**src/rtl/core/itf_pkg.sv**
```systemverilog
// Shared types, character codes and the digit lookup for the integer to text formatter.
// Used by itf_div_unit and integer_to_text_formatter_top. No dependencies.
`default_nettype none

package itf_pkg;

  // Radix codes as they arrive on the input beat; the unused code reads as decimal
  typedef enum logic [1:0] {
    RADIX_DEC = 2'd0,
    RADIX_HEX = 2'd1,
    RADIX_OCT = 2'd2
  } itf_radix_e;

  typedef enum logic [2:0] {
    ST_IDLE,
    ST_MUL,
    ST_DIV,
    ST_LAYOUT,
    ST_BOUND,
    ST_EMIT
  } itf_state_e;

  // floor(x / 10) == (x * DecRecip) >> DecShift for every 32-bit x
  localparam logic [31:0] DecRecip = 32'hCCCC_CCCD;
  localparam int unsigned DecShift = 35;

  // Widest text before padding: sign, two prefix characters, 31 minimum digits
  localparam int unsigned MaxContent = 34;

  localparam logic [7:0] ChSpace = 8'h20;
  localparam logic [7:0] ChPlus  = 8'h2B;
  localparam logic [7:0] ChMinus = 8'h2D;
  localparam logic [7:0] ChZero  = 8'h30;
  localparam logic [7:0] ChUpA   = 8'h41;
  localparam logic [7:0] ChLowA  = 8'h61;
  localparam logic [7:0] ChUpX   = 8'h58;
  localparam logic [7:0] ChLowX  = 8'h78;

  function automatic logic [7:0] digit_char(logic [3:0] digit, logic upper);
    logic [7:0] ch;
    if (digit < 4'd10) begin
      ch = ChZero + {4'd0, digit};
    end else if (upper) begin
      ch = ChUpA + {4'd0, digit} - 8'd10;
    end else begin
      ch = ChLowA + {4'd0, digit} - 8'd10;
    end
    return ch;
  endfunction

endpackage

`default_nettype wire

```
**src/rtl/core/itf_div_unit.sv**
```systemverilog
// Shared divide unit: quotient and remainder of a 32-bit magnitude by 10, 16 or 8.
// Per digit: reciprocal product registered, then correction. Uses itf_pkg.
`default_nettype none

module itf_div_unit (
  input  wire logic                  clk_i,
  input  wire logic [31:0]           mag_i,
  input  wire itf_pkg::itf_radix_e   radix_i,
  output logic      [31:0]           quot_o,
  output logic      [3:0]            rem_o
);

  logic [63:0] prod_q;
  logic [63:0] prod_d;
  logic [31:0] quot_dec;
  logic [31:0] quot_x10;
  logic [31:0] rem_dec;

  // Operand holds across the product and correction cycles
  assign prod_d = {32'd0, mag_i} * {32'd0, itf_pkg::DecRecip};

  always_ff @(posedge clk_i) begin
    prod_q <= prod_d;
  end

  assign quot_dec = 32'(prod_q >> itf_pkg::DecShift);
  assign quot_x10 = (quot_dec << 3) + (quot_dec << 1);
  assign rem_dec  = mag_i - quot_x10;

  always_comb begin
    case (radix_i)
      itf_pkg::RADIX_HEX: begin
        quot_o = mag_i >> 4;
        rem_o  = mag_i[3:0];
      end
      itf_pkg::RADIX_OCT: begin
        quot_o = mag_i >> 3;
        rem_o  = {1'b0, mag_i[2:0]};
      end
      default: begin
        quot_o = quot_dec;
        rem_o  = rem_dec[3:0];
      end
    endcase
  end

endmodule

`default_nettype wire

```
**src/rtl/core/integer_to_text_formatter_top.sv**
```systemverilog
// Integer to text formatter, top level: printf-style conversion of one 32-bit value.
// Depends on itf_pkg and itf_div_unit.
//
// Usage
//   Input channel (in_valid_i / in_stall_o): one beat carries the value and all of
//   its formatting flags. A beat is taken only while the block is idle; in_stall_o
//   stays high from the accepting edge until the final character has been loaded
//   into the output register.
//   Output channel (out_valid_o / out_stall_i): one beat per ASCII character, most
//   significant text first; last_char_o marks the final character of the number.
//   Timing: after acceptance each digit passes through the shared divide unit
//   (reciprocal product, then correction), 1 to 11 digits; the layout and bound
//   states set out the sign, prefix, padding and digit boundaries; then one
//   character leaves per cycle while the receiver does not stall.
//   Stalls: a stalled character holds in the output register and the emitter waits;
//   a new value may be accepted while the final character still waits to be taken.
//   Reset: asynchronous, active low; returns to idle and drops any pending character.
`default_nettype none

module integer_to_text_formatter_top #(
  parameter int unsigned MAX_FIELD_WIDTH = 32,
  parameter int unsigned DIGIT_SLOTS     = 16
) (
  input  wire logic        clk_i,
  input  wire logic        rst_ni,

  input  wire logic        in_valid_i,
  output logic             in_stall_o,
  input  wire logic [31:0] value_i,
  input  wire logic [1:0]  radix_i,
  input  wire logic        signed_mode_i,
  input  wire logic        upper_case_i,
  input  wire logic        left_justify_i,
  input  wire logic        zero_pad_i,
  input  wire logic        plus_sign_i,
  input  wire logic        space_sign_i,
  input  wire logic        alt_form_i,
  input  wire logic [4:0]  min_digits_i,
  input  wire logic [5:0]  text_width_i,

  output logic             out_valid_o,
  input  wire logic        out_stall_i,
  output logic      [7:0]  out_char_o,
  output logic             last_char_o
);

  // Text positions must cover the capped width and the widest unpadded text
  localparam int unsigned PosMax = (MAX_FIELD_WIDTH > itf_pkg::MaxContent) ?
                                   MAX_FIELD_WIDTH : itf_pkg::MaxContent;
  localparam int unsigned PosW   = $clog2(PosMax + 1);
  localparam int unsigned SlackW = PosW + 2;
  localparam int unsigned DigW   = $clog2(DIGIT_SLOTS);
  localparam int unsigned CntW   = $clog2(DIGIT_SLOTS + 1);

  itf_pkg::itf_state_e state_q, state_d;

  // Captured beat
  logic [31:0]         mag_q;
  itf_pkg::itf_radix_e base_q;
  logic                upper_q;
  logic                left_q;
  logic                zpad_q;
  logic                has_sign_q;
  logic [7:0]          sign_char_q;
  logic [1:0]          pfx_len_q;
  logic [4:0]          md_q;
  logic [PosW-1:0]     fw_q;

  // Digit store, least significant digit first
  logic [3:0]          dig_mem [DIGIT_SLOTS];
  logic [CntW-1:0]     n_q;

  // Layout
  logic [PosW-1:0]     prec_q, prec_d;
  logic [PosW-1:0]     pad_q, pad_d;
  logic [PosW-1:0]     b_lead_q, b_sign_q, b_pfx_q, b_zero_q, b_dig_q, b_total_q;
  logic [PosW-1:0]     pos_q;

  // Output register
  logic                out_valid_q;
  logic [7:0]          out_char_q;
  logic                out_last_q;

  logic                accept;
  logic                digit_step;
  logic                emit_load;
  logic                emit_adv;

  // Capture-side decode
  itf_pkg::itf_radix_e in_base;
  logic                in_neg;
  logic [1:0]          in_pfx_len;
  logic [PosW-1:0]     in_fw;

  // Divide unit
  logic [31:0]         div_quot;
  logic [3:0]          div_rem;
  logic                div_done;

  // Layout and emit datapath
  logic [PosW-1:0]     n_ext;
  logic [PosW-1:0]     md_ext;
  logic signed [SlackW-1:0] slack;
  logic [PosW-1:0]     lead_len;
  logic [PosW-1:0]     zero_len;
  logic [PosW-1:0]     trail_len;
  logic [PosW-1:0]     b_lead_d, b_sign_d, b_pfx_d, b_zero_d, b_dig_d, b_total_d;
  logic [PosW-1:0]     pos_inc;
  logic [PosW-1:0]     dig_idx;
  logic                emit_last;
  logic [7:0]          emit_char;

  // ---------------------------------------------------------------------------
  // Capture decode
  // ---------------------------------------------------------------------------
  always_comb begin
    case (radix_i)
      itf_pkg::RADIX_HEX: in_base = itf_pkg::RADIX_HEX;
      itf_pkg::RADIX_OCT: in_base = itf_pkg::RADIX_OCT;
      default:            in_base = itf_pkg::RADIX_DEC;
    endcase
  end

  assign in_neg = signed_mode_i & value_i[31];

  always_comb begin
    in_pfx_len = 2'd0;
    if (alt_form_i) begin
      case (in_base)
        itf_pkg::RADIX_HEX: in_pfx_len = 2'd2;
        itf_pkg::RADIX_OCT: in_pfx_len = 2'd1;
        default:            in_pfx_len = 2'd0;
      endcase
    end
  end

  // Cap the field width
  assign in_fw = ({1'b0, text_width_i} > 7'(MAX_FIELD_WIDTH)) ?
                 PosW'(MAX_FIELD_WIDTH) : PosW'(text_width_i);

  // ---------------------------------------------------------------------------
  // Shared divide unit
  // ---------------------------------------------------------------------------
  itf_div_unit u_div (
    .clk_i   (clk_i),
    .mag_i   (mag_q),
    .radix_i (base_q),
    .quot_o  (div_quot),
    .rem_o   (div_rem)
  );

  assign div_done = (div_quot == 32'd0) || (n_q == CntW'(DIGIT_SLOTS - 1));

  // ---------------------------------------------------------------------------
  // Layout: precision, padding, then segment boundaries
  // ---------------------------------------------------------------------------
  assign n_ext  = PosW'(n_q);
  assign md_ext = PosW'(md_q);
  assign prec_d = (md_ext > n_ext) ? md_ext : n_ext;
  assign slack  = $signed(SlackW'(fw_q)) - $signed(SlackW'(pfx_len_q))
                - $signed(SlackW'(prec_d)) - $signed(SlackW'(has_sign_q));
  assign pad_d  = slack[SlackW-1] ? '0 : slack[PosW-1:0];

  // Spaces lead unless zero padding or left justification is in force
  assign lead_len  = (!zpad_q && !left_q) ? pad_q : '0;
  assign zero_len  = (zpad_q ? pad_q : '0) + (prec_q - n_ext);
  assign trail_len = left_q ? pad_q : '0;

  assign b_lead_d  = lead_len;
  assign b_sign_d  = b_lead_d + PosW'(has_sign_q);
  assign b_pfx_d   = b_sign_d + PosW'(pfx_len_q);
  assign b_zero_d  = b_pfx_d + zero_len;
  assign b_dig_d   = b_zero_d + n_ext;
  assign b_total_d = b_dig_d + trail_len;

  // ---------------------------------------------------------------------------
  // Character selection by text position
  // ---------------------------------------------------------------------------
  assign pos_inc   = pos_q + PosW'(1);
  assign emit_last = (pos_inc == b_total_q);
  assign dig_idx   = b_dig_q - pos_q - PosW'(1);

  always_comb begin
    if (pos_q < b_lead_q) begin
      emit_char = itf_pkg::ChSpace;
    end else if (pos_q < b_sign_q) begin
      emit_char = sign_char_q;
    end else if (pos_q < b_pfx_q) begin
      if (pos_q == b_sign_q) begin
        emit_char = itf_pkg::ChZero;
      end else begin
        emit_char = upper_q ? itf_pkg::ChUpX : itf_pkg::ChLowX;
      end
    end else if (pos_q < b_zero_q) begin
      emit_char = itf_pkg::ChZero;
    end else if (pos_q < b_dig_q) begin
      emit_char = itf_pkg::digit_char(dig_mem[DigW'(dig_idx)], upper_q);
    end else begin
      emit_char = itf_pkg::ChSpace;
    end
  end

  // ---------------------------------------------------------------------------
  // Sequencer
  // ---------------------------------------------------------------------------
  assign emit_adv = !out_valid_q || !out_stall_i;

  always_comb begin
    state_d    = state_q;
    in_stall_o = 1'b1;
    accept     = 1'b0;
    digit_step = 1'b0;
    emit_load  = 1'b0;
    case (state_q)
      itf_pkg::ST_IDLE: begin
        in_stall_o = 1'b0;
        if (in_valid_i) begin
          accept  = 1'b1;
          state_d = itf_pkg::ST_MUL;
        end
      end
      itf_pkg::ST_MUL: begin
        state_d = itf_pkg::ST_DIV;
      end
      itf_pkg::ST_DIV: begin
        digit_step = 1'b1;
        state_d    = div_done ? itf_pkg::ST_LAYOUT : itf_pkg::ST_MUL;
      end
      itf_pkg::ST_LAYOUT: begin
        state_d = itf_pkg::ST_BOUND;
      end
      itf_pkg::ST_BOUND: begin
        state_d = itf_pkg::ST_EMIT;
      end
      itf_pkg::ST_EMIT: begin
        if (emit_adv) begin
          emit_load = 1'b1;
          if (emit_last) begin
            state_d = itf_pkg::ST_IDLE;
          end
        end
      end
      default: begin
        state_d = itf_pkg::ST_IDLE;
      end
    endcase
  end

  always_ff @(posedge clk_i or negedge rst_ni) begin
    if (!rst_ni) begin
      state_q <= itf_pkg::ST_IDLE;
    end else begin
      state_q <= state_d;
    end
  end

  // Capture the beat; take the magnitude of a negative signed value
  always_ff @(posedge clk_i) begin
    if (accept) begin
      mag_q       <= in_neg ? (32'd0 - value_i) : value_i;
      base_q      <= in_base;
      upper_q     <= upper_case_i;
      left_q      <= left_justify_i;
      zpad_q      <= zero_pad_i & ~left_justify_i;
      has_sign_q  <= signed_mode_i & (value_i[31] | plus_sign_i | space_sign_i);
      sign_char_q <= in_neg ? itf_pkg::ChMinus :
                     (plus_sign_i ? itf_pkg::ChPlus : itf_pkg::ChSpace);
      pfx_len_q   <= in_pfx_len;
      md_q        <= min_digits_i;
      fw_q        <= in_fw;
    end else if (digit_step) begin
      mag_q <= div_quot;
    end
  end

  // Store one digit per divide step
  always_ff @(posedge clk_i) begin
    if (digit_step) begin
      dig_mem[DigW'(n_q)] <= div_rem;
    end
  end

  always_ff @(posedge clk_i) begin
    if (accept) begin
      n_q <= '0;
    end else if (digit_step) begin
      n_q <= n_q + CntW'(1);
    end
  end

  always_ff @(posedge clk_i) begin
    if (state_q == itf_pkg::ST_LAYOUT) begin
      prec_q <= prec_d;
      pad_q  <= pad_d;
    end
  end

  always_ff @(posedge clk_i) begin
    if (state_q == itf_pkg::ST_BOUND) begin
      b_lead_q  <= b_lead_d;
      b_sign_q  <= b_sign_d;
      b_pfx_q   <= b_pfx_d;
      b_zero_q  <= b_zero_d;
      b_dig_q   <= b_dig_d;
      b_total_q <= b_total_d;
    end
  end

  // Advance the text position once per loaded character
  always_ff @(posedge clk_i) begin
    if (accept) begin
      pos_q <= '0;
    end else if (emit_load) begin
      pos_q <= pos_inc;
    end
  end

  // ---------------------------------------------------------------------------
  // Output register: hold while stalled, drop valid once taken
  // ---------------------------------------------------------------------------
  always_ff @(posedge clk_i or negedge rst_ni) begin
    if (!rst_ni) begin
      out_valid_q <= 1'b0;
    end else if (emit_load) begin
      out_valid_q <= 1'b1;
    end else if (!out_stall_i) begin
      out_valid_q <= 1'b0;
    end
  end

  always_ff @(posedge clk_i) begin
    if (emit_load) begin
      out_char_q <= emit_char;
      out_last_q <= emit_last;
    end
  end

  assign out_valid_o = out_valid_q;
  assign out_char_o  = out_char_q;
  assign last_char_o = out_last_q;

endmodule

`default_nettype wire
```
**config.mk**
```make
export PLATFORM = sky130hd
export DESIGN_NAME = integer_to_text_formatter_top
export DESIGN_NICKNAME = d
export VERILOG_FILES = /design/src/rtl/core/itf_pkg.sv /design/src/rtl/core/itf_div_unit.sv /design/src/rtl/core/integer_to_text_formatter_top.sv
export SDC_FILE = /design/constraint.sdc
export NUM_CORES = 2
export LEC_CHECK = 0
export ABC_CLOCK_PERIOD_IN_PS = 11300
export CAP_MARGIN = 10
export CORE_MARGIN = 10
export CORE_UTILIZATION = 40
export CTS_CLUSTER_DIAMETER = 30
export DETAILED_ROUTE_END_ITERATION = 10
export DONT_BUFFER_PORTS = 1
export GPL_ROUTABILITY_DRIVEN = 0
export SYNTH_ARGS = -nofsm -noshare
export SYNTH_HDL_FRONTEND = slang
export SYNTH_SLANG_ARGS = --single-unit
```
**constraint.sdc**
```tcl
create_clock -name clk_i -period 11.3 [get_ports clk_i]
set_clock_uncertainty 0.2 [all_clocks]
set_input_delay 3.39 -clock clk_i [delete_from_list [all_inputs] [get_ports clk_i]]
set_output_delay 3.39 -clock clk_i [all_outputs]
set_load 0.02 [all_outputs]
```
# Yosys cells after proc, flatten, opt, wreduce, memory -nomap -nowiden
# Memories as Yosys holds them, arrays and structs flattened.
# Index checks and enable logic that the tools add are counted.
[totals]
reg_bits = 195
ram_bits = 64
inputBits = 56
out_inout_bits = 11
wordCells = 127
mem_count = 1
[classes]
n_addsub = 22
mul = 1
magnitude_cmp = 8
eq_ne = 18
n_mux = 35
bitwise_logic = 6
reduce_logical = 11
[mem_list]
columns = ["memory", "words", "word_bits", "read_ports", "rd_clocked_by_memory_dff", "wr", "line_no", "source"]
rows = [
  ["dig_mem", 16, 4, 1, 0, 1, "integer_to_text_formatter_top.sv:70", "logic [3:0] dig_mem [DIGIT_SLOTS];"],
]
[ops]
columns = ["cell", "count"]
rows = [
  ["two-way mux 32 bit", 3],
  ["multiplier 32 x 32 -> 64 bit, second input constant", 1],
  ["one-hot mux 29 bit (2 select lines)", 1],
  ["two-way mux 8 bit", 6],
  ["logical NOT 32 bit", 1],
  ["subtractor 1 x 32 -> 32 bit, first input constant", 1],
  ["less-than comparator 6 bit", 5],
  ["two-way mux 6 bit", 4],
  ["adder 6 bit", 3],
  ["one-hot mux 3 bit (6 select lines)", 1],
  ["adder 7 x 4 -> 8 bit, first input constant", 2],
  ["subtractor 8 x 4 -> 8 bit, second input constant", 2],
  ["== test 6 bit", 2],
  ["two-way mux 1 bit", 10],
  ["two-way mux 3 bit", 3],
  ["one-hot mux 2 bit (2 select lines)", 2],
  ["one-hot mux 4 bit (2 select lines)", 1],
  ["subtractor 4 bit", 2],
  ["subtractor 7 x 6 -> 8 bit", 1],
  ["subtractor 8 x 2 -> 8 bit", 1],
  ["adder 6 x 4 -> 7 bit, first input constant", 1],
  ["two-way mux 7 bit", 1],
  ["subtractor 6 x 2 -> 7 bit", 1],
  ["adder 6 x 1 -> 6 bit", 1],
  ["30 further kinds", 45],
]

# Logic depth before layout (Yosys ltp)
# An unclocked memory read counts as a cell.
[depth]
depth_word = 11
ltp_mapped = 26

# Modules after synthesis
# From an unflattened synthesis, not the netlist that was laid out.
[unflattened]
cells_unflattened = 2652
hier_area_um2 = 28318.4
[modules_own_cells]
columns = ["mod", "instances", "cells_each", "area_each_um2", "seq_area_each_um2"]
rows = [
  ["itf_div_unit", 1, 1809, 17867.1, 580.6],
  ["integer_to_text_formatter_top", 1, 843, 10451.3, 5515.3],
]

# Worst setup path before layout
# Ideal clock, no wire load.
[synth_path]
path_type = "register -> register"
start = "register mag_q[19]"
end = "register u_div.prod_q[63]"
arrival_time_ps = 6652
required_time_ps = 11028
path_slack_ps = 4376
path_stages_with_launch = 25
path_buffers = 0
period_less_slack_ps = 6924
path_cell_list = "edfxtp_1 ha_1 inv_1 fa_1 inv_1 fa_1 inv_1 fa_1 inv_1 fa_1 fa_1 fa_1 inv_1 fa_1 inv_1 ha_1 nand3_1 nor2_1 and4_4 o2111a_1 a21oi_4 o21ai_4 a31oi_1 o41ai_2 xnor2_1"
[synth_via]
elab_chain_len = 1
[synth_rtl]
columns = ["element", "line_no", "source"]
rows = [
  ["start: declaration", "integer_to_text_formatter_top.sv:58", "logic [31:0] mag_q;"],
  ["start signal: assignment", "integer_to_text_formatter_top.sv:260", "mag_q <= in_neg ? (32'd0 - value_i) : value_i;"],
  ["start signal: assignment", "integer_to_text_formatter_top.sv:272", "mag_q <= div_quot;"],
  ["multiplier 32 x 32 -> 64 bit", "itf_div_unit.sv:20", "assign prod_d = {32'd0, mag_i} * {32'd0, itf_pkg::DecRecip};"],
  ["named net u_div.prod_d[63]", "itf_div_unit.sv:14", "logic [63:0] prod_d;"],
  ["end signal: assignment", "itf_div_unit.sv:23", "prod_q <= prod_d;"],
  ["end: declaration", "itf_div_unit.sv:13", "logic [63:0] prod_q;"],
]
# The timed path passes the listed nets, and every way through them passes these cells.
# A chain may end at the register's enable or synchronous reset.

# Worst setup path after layout
[layout_path]
start = "register mag_q[21]"
end = "register u_div.prod_q[50]"
# The elaborated chain is that of the path after synthesis.

==> results.ini <==
[grt]
grt_use_met3_pct=3.02
grt_usage_pct=18.5
grt_pass1_vias=20400
grt_max_degree=92
grt_antenna_before_repair=0
overflow=0
gr-usage-met1_pct=23.6
grt_first_pass_wirelength_mm=118
use_met2_pct=31.3
top_usage_layer=met2

[hold_path]
hold_start=n_q[4]
whs_endpoint=n_q[4]
hold_depth=2
min_path_type=reg -> reg

[cts]
h-tree-depth=2
cts_tree=done
cts.sink_count=217
ctsResizeCount=0
clkLatencyLatePin_ns=0.55
cts-buffers-inserted=42
clk_pin_slew_worst_paths_ns=0.05
cts_root_buffer=clkbuf_16
hold_buffers=0
postCtsSetupRepairBufs=0
cts_buffer_depth=3

[logic_synthesis]
syn_nets=3547
yosys.area.top_type=fa_1
synth_common_cells=648 x inv_1, 426 x ha_1, 403 x fa_1
ys_warn_count=0
synth_ff_type=edfxtp_1
synth_top_area_share_pct=28.7
syn_inst=2662
synth_enable_flop_cells=173
synthTopCellsByArea=fa_1 29%, ha_1 19%, edfxtp_1 18%
synth_most_common_cell=inv_1
async_flop_share_pct=1.84
netlist-cell-type-count=81
ys_seq_area_share_pct=21.7
synth_area_um2=28200
syn_area_per_cell_um2=10.6
ys_ff_latch=217

[floorplan]
io_pins=67
std_cell_rows=97
dieArea_um2=81400
die_h_um=285
start_util_pct=40.3
core_um2=69900
fp.dieW_um=285

[timing]
worst_slew_pin_slew_ns=0.970
hold_violations=0
fin_setup_tns_ns=0
slew_viol_final=0
fin_crit_ns=8.11
setup_viol=0
timing.fmax_mhz=123
max_slew_margin_pct=35.3
timing.final.crit_share_pct=71.8
rsz0062_at_grt=no

[drt]
avgRoutedWirePerCell_um=20.5
drc=0
drt_iter0_drc=1219
vias=18800
antenna_left=0
vias_per_cell=5.16
dr.pass1.iters=6
totalWireLength_mm=74.7

[place]
numPortBuffers=0
hpwl_mm=64.4

[setup_path]
r2r_end=u_div.prod_q[50]
crit_required_ns=11.52
cp.arrival_ns=8.33
crit_type=reg -> reg
start_kind=flip-flop
reg2reg_slack_ns=3.19
rr_worst_depth=23
crit_fanout=7
reg2reg_from=mag_q[21]
end_kind=flip-flop

[cells_and_area]
drive_gt1_share_pct=4.95
n_antenna_cell=0
nets=3557
fillers=6596
syn_to_final_growth_pct=9.12

[run_status]
status=completed

[run]
max_cap_violations=0

kinds of logic after synthesis:
| kind of cell | share of synthesized area, % |
|---|---|
| AO/OA/AOI/OAI | 8.24 |
| XOR/XNOR | 4.84 |
| adder cells (fa/ha/maj) | 47.6 |
| buffers and inverters | 9.34 |
| flip-flops | 21.7 |
| multiplexers | 1.80 |
| other | 0.0133 |
| AND/OR/NAND/NOR | 6.52 |
flip-flops by register name, indices dropped and copies added (netlist names), 2 cells and up:
name and count:
u_div.prod_q 29, pos_q 6, mag_q 32, pad_q 6, pfx_len_q 2, dig_mem 64, sign_char_q 3, fw_q 6
prec_q 5, b_total_q 6, b_sign_q 6, base_q 2, md_q 5, out_char_o 7, b_zero_q 6, b_lead_q 6
b_dig_q 6, b_pfx_q 6, state_q 3, n_q 5
routing by layer:
layer	share of wire, %	vias up
met5	0	-
met4	4.0	0
met3	5.7	141
met2	48	532
met1	42	9457
li1	-	8672
cell type report:
| cell class | count | area (um^2) | area share [%] |
|---|---|---|---|
| multi-input cells | 1749 | 19400 | 63.3 |
| inverters | 650 | 2440 | 7.94 |
| well taps | 940 | 1180 | 3.83 |
| clock buffers | 44 | 1060 | 3.45 |
| flip-flops and latches | 217 | 6100 | 19.8 |
| repair buffers | 12 | 90.1 | 0.293 |
| clock inverters | 34 | 423 | 1.38 |
stage by stage:
step | setup slack, ns | std cells | utilization (%) | area, um^2 | hold slack, ns
final | 3.19 | 3646 | 43.9 | 30700 | 0.379
after global routing | 2.95 | 3646 | 43.9 | 30700 | 0.410
after floorplan | 4.38 | 2662 | - | 28200 | 0.302
after detailed placement | 3.26 | 3568 | 41.8 | 29200 | 0.351
after CTS | 3.21 | 3646 | 43.9 | 30700 | 0.385
after global placement | 3.23 | 3568 | 41.8 | 29200 | 0.333
worst max-delay path, stage by stage, from the launching register on:
cell	delay, ns
edfxtp_1	0.63
ha_1	0.64
inv_1	0.14
fa_1	0.52
inv_1	0.06
fa_1	0.50
inv_1	0.05
fa_1	0.49
inv_1	0.05
fa_1	0.56
fa_1	0.45
fa_1	0.50
inv_1	0.05
fa_1	0.48
inv_1	0.04
ha_1	0.45
nand3_1	0.19
nor2_1	0.08
and4_4	0.20
a2111oi_2	0.81
nor3_1	0.14
nor2_1	0.23
nand2_1	0.12
a311o_1	0.38
placed cells by master, fill, tap and decap left out, types with 42 or more instances in the layout:
cell / n
edfxtp_1: 173
nor2_1: 102
a21o_1: 57
fa_1: 403
ha_1: 425
a21oi_1: 115
nand2_1: 112
xnor2_1: 77
xor2_1: 75
o21ai_0: 65
clkbuf_16: 42
inv_1: 647
how the worst max path moves through the flow:
stage               from               end  slack (ns)
2_1_floorplan  mag_q[19]  u_div.prod_q[63]        4.38
3_3_place_gp   mag_q[21]  u_div.prod_q[63]        3.23
3_5_place_dp   mag_q[21]  u_div.prod_q[63]        3.26
4_1_cts        mag_q[21]  u_div.prod_q[63]        3.21
5_1_grt        mag_q[21]  u_div.prod_q[63]        2.95
6_report       mag_q[21]  u_div.prod_q[50]        3.19
Power is not shown: default switching activity piles up to over one toggle a cycle in this logic, so the estimate is an artifact.
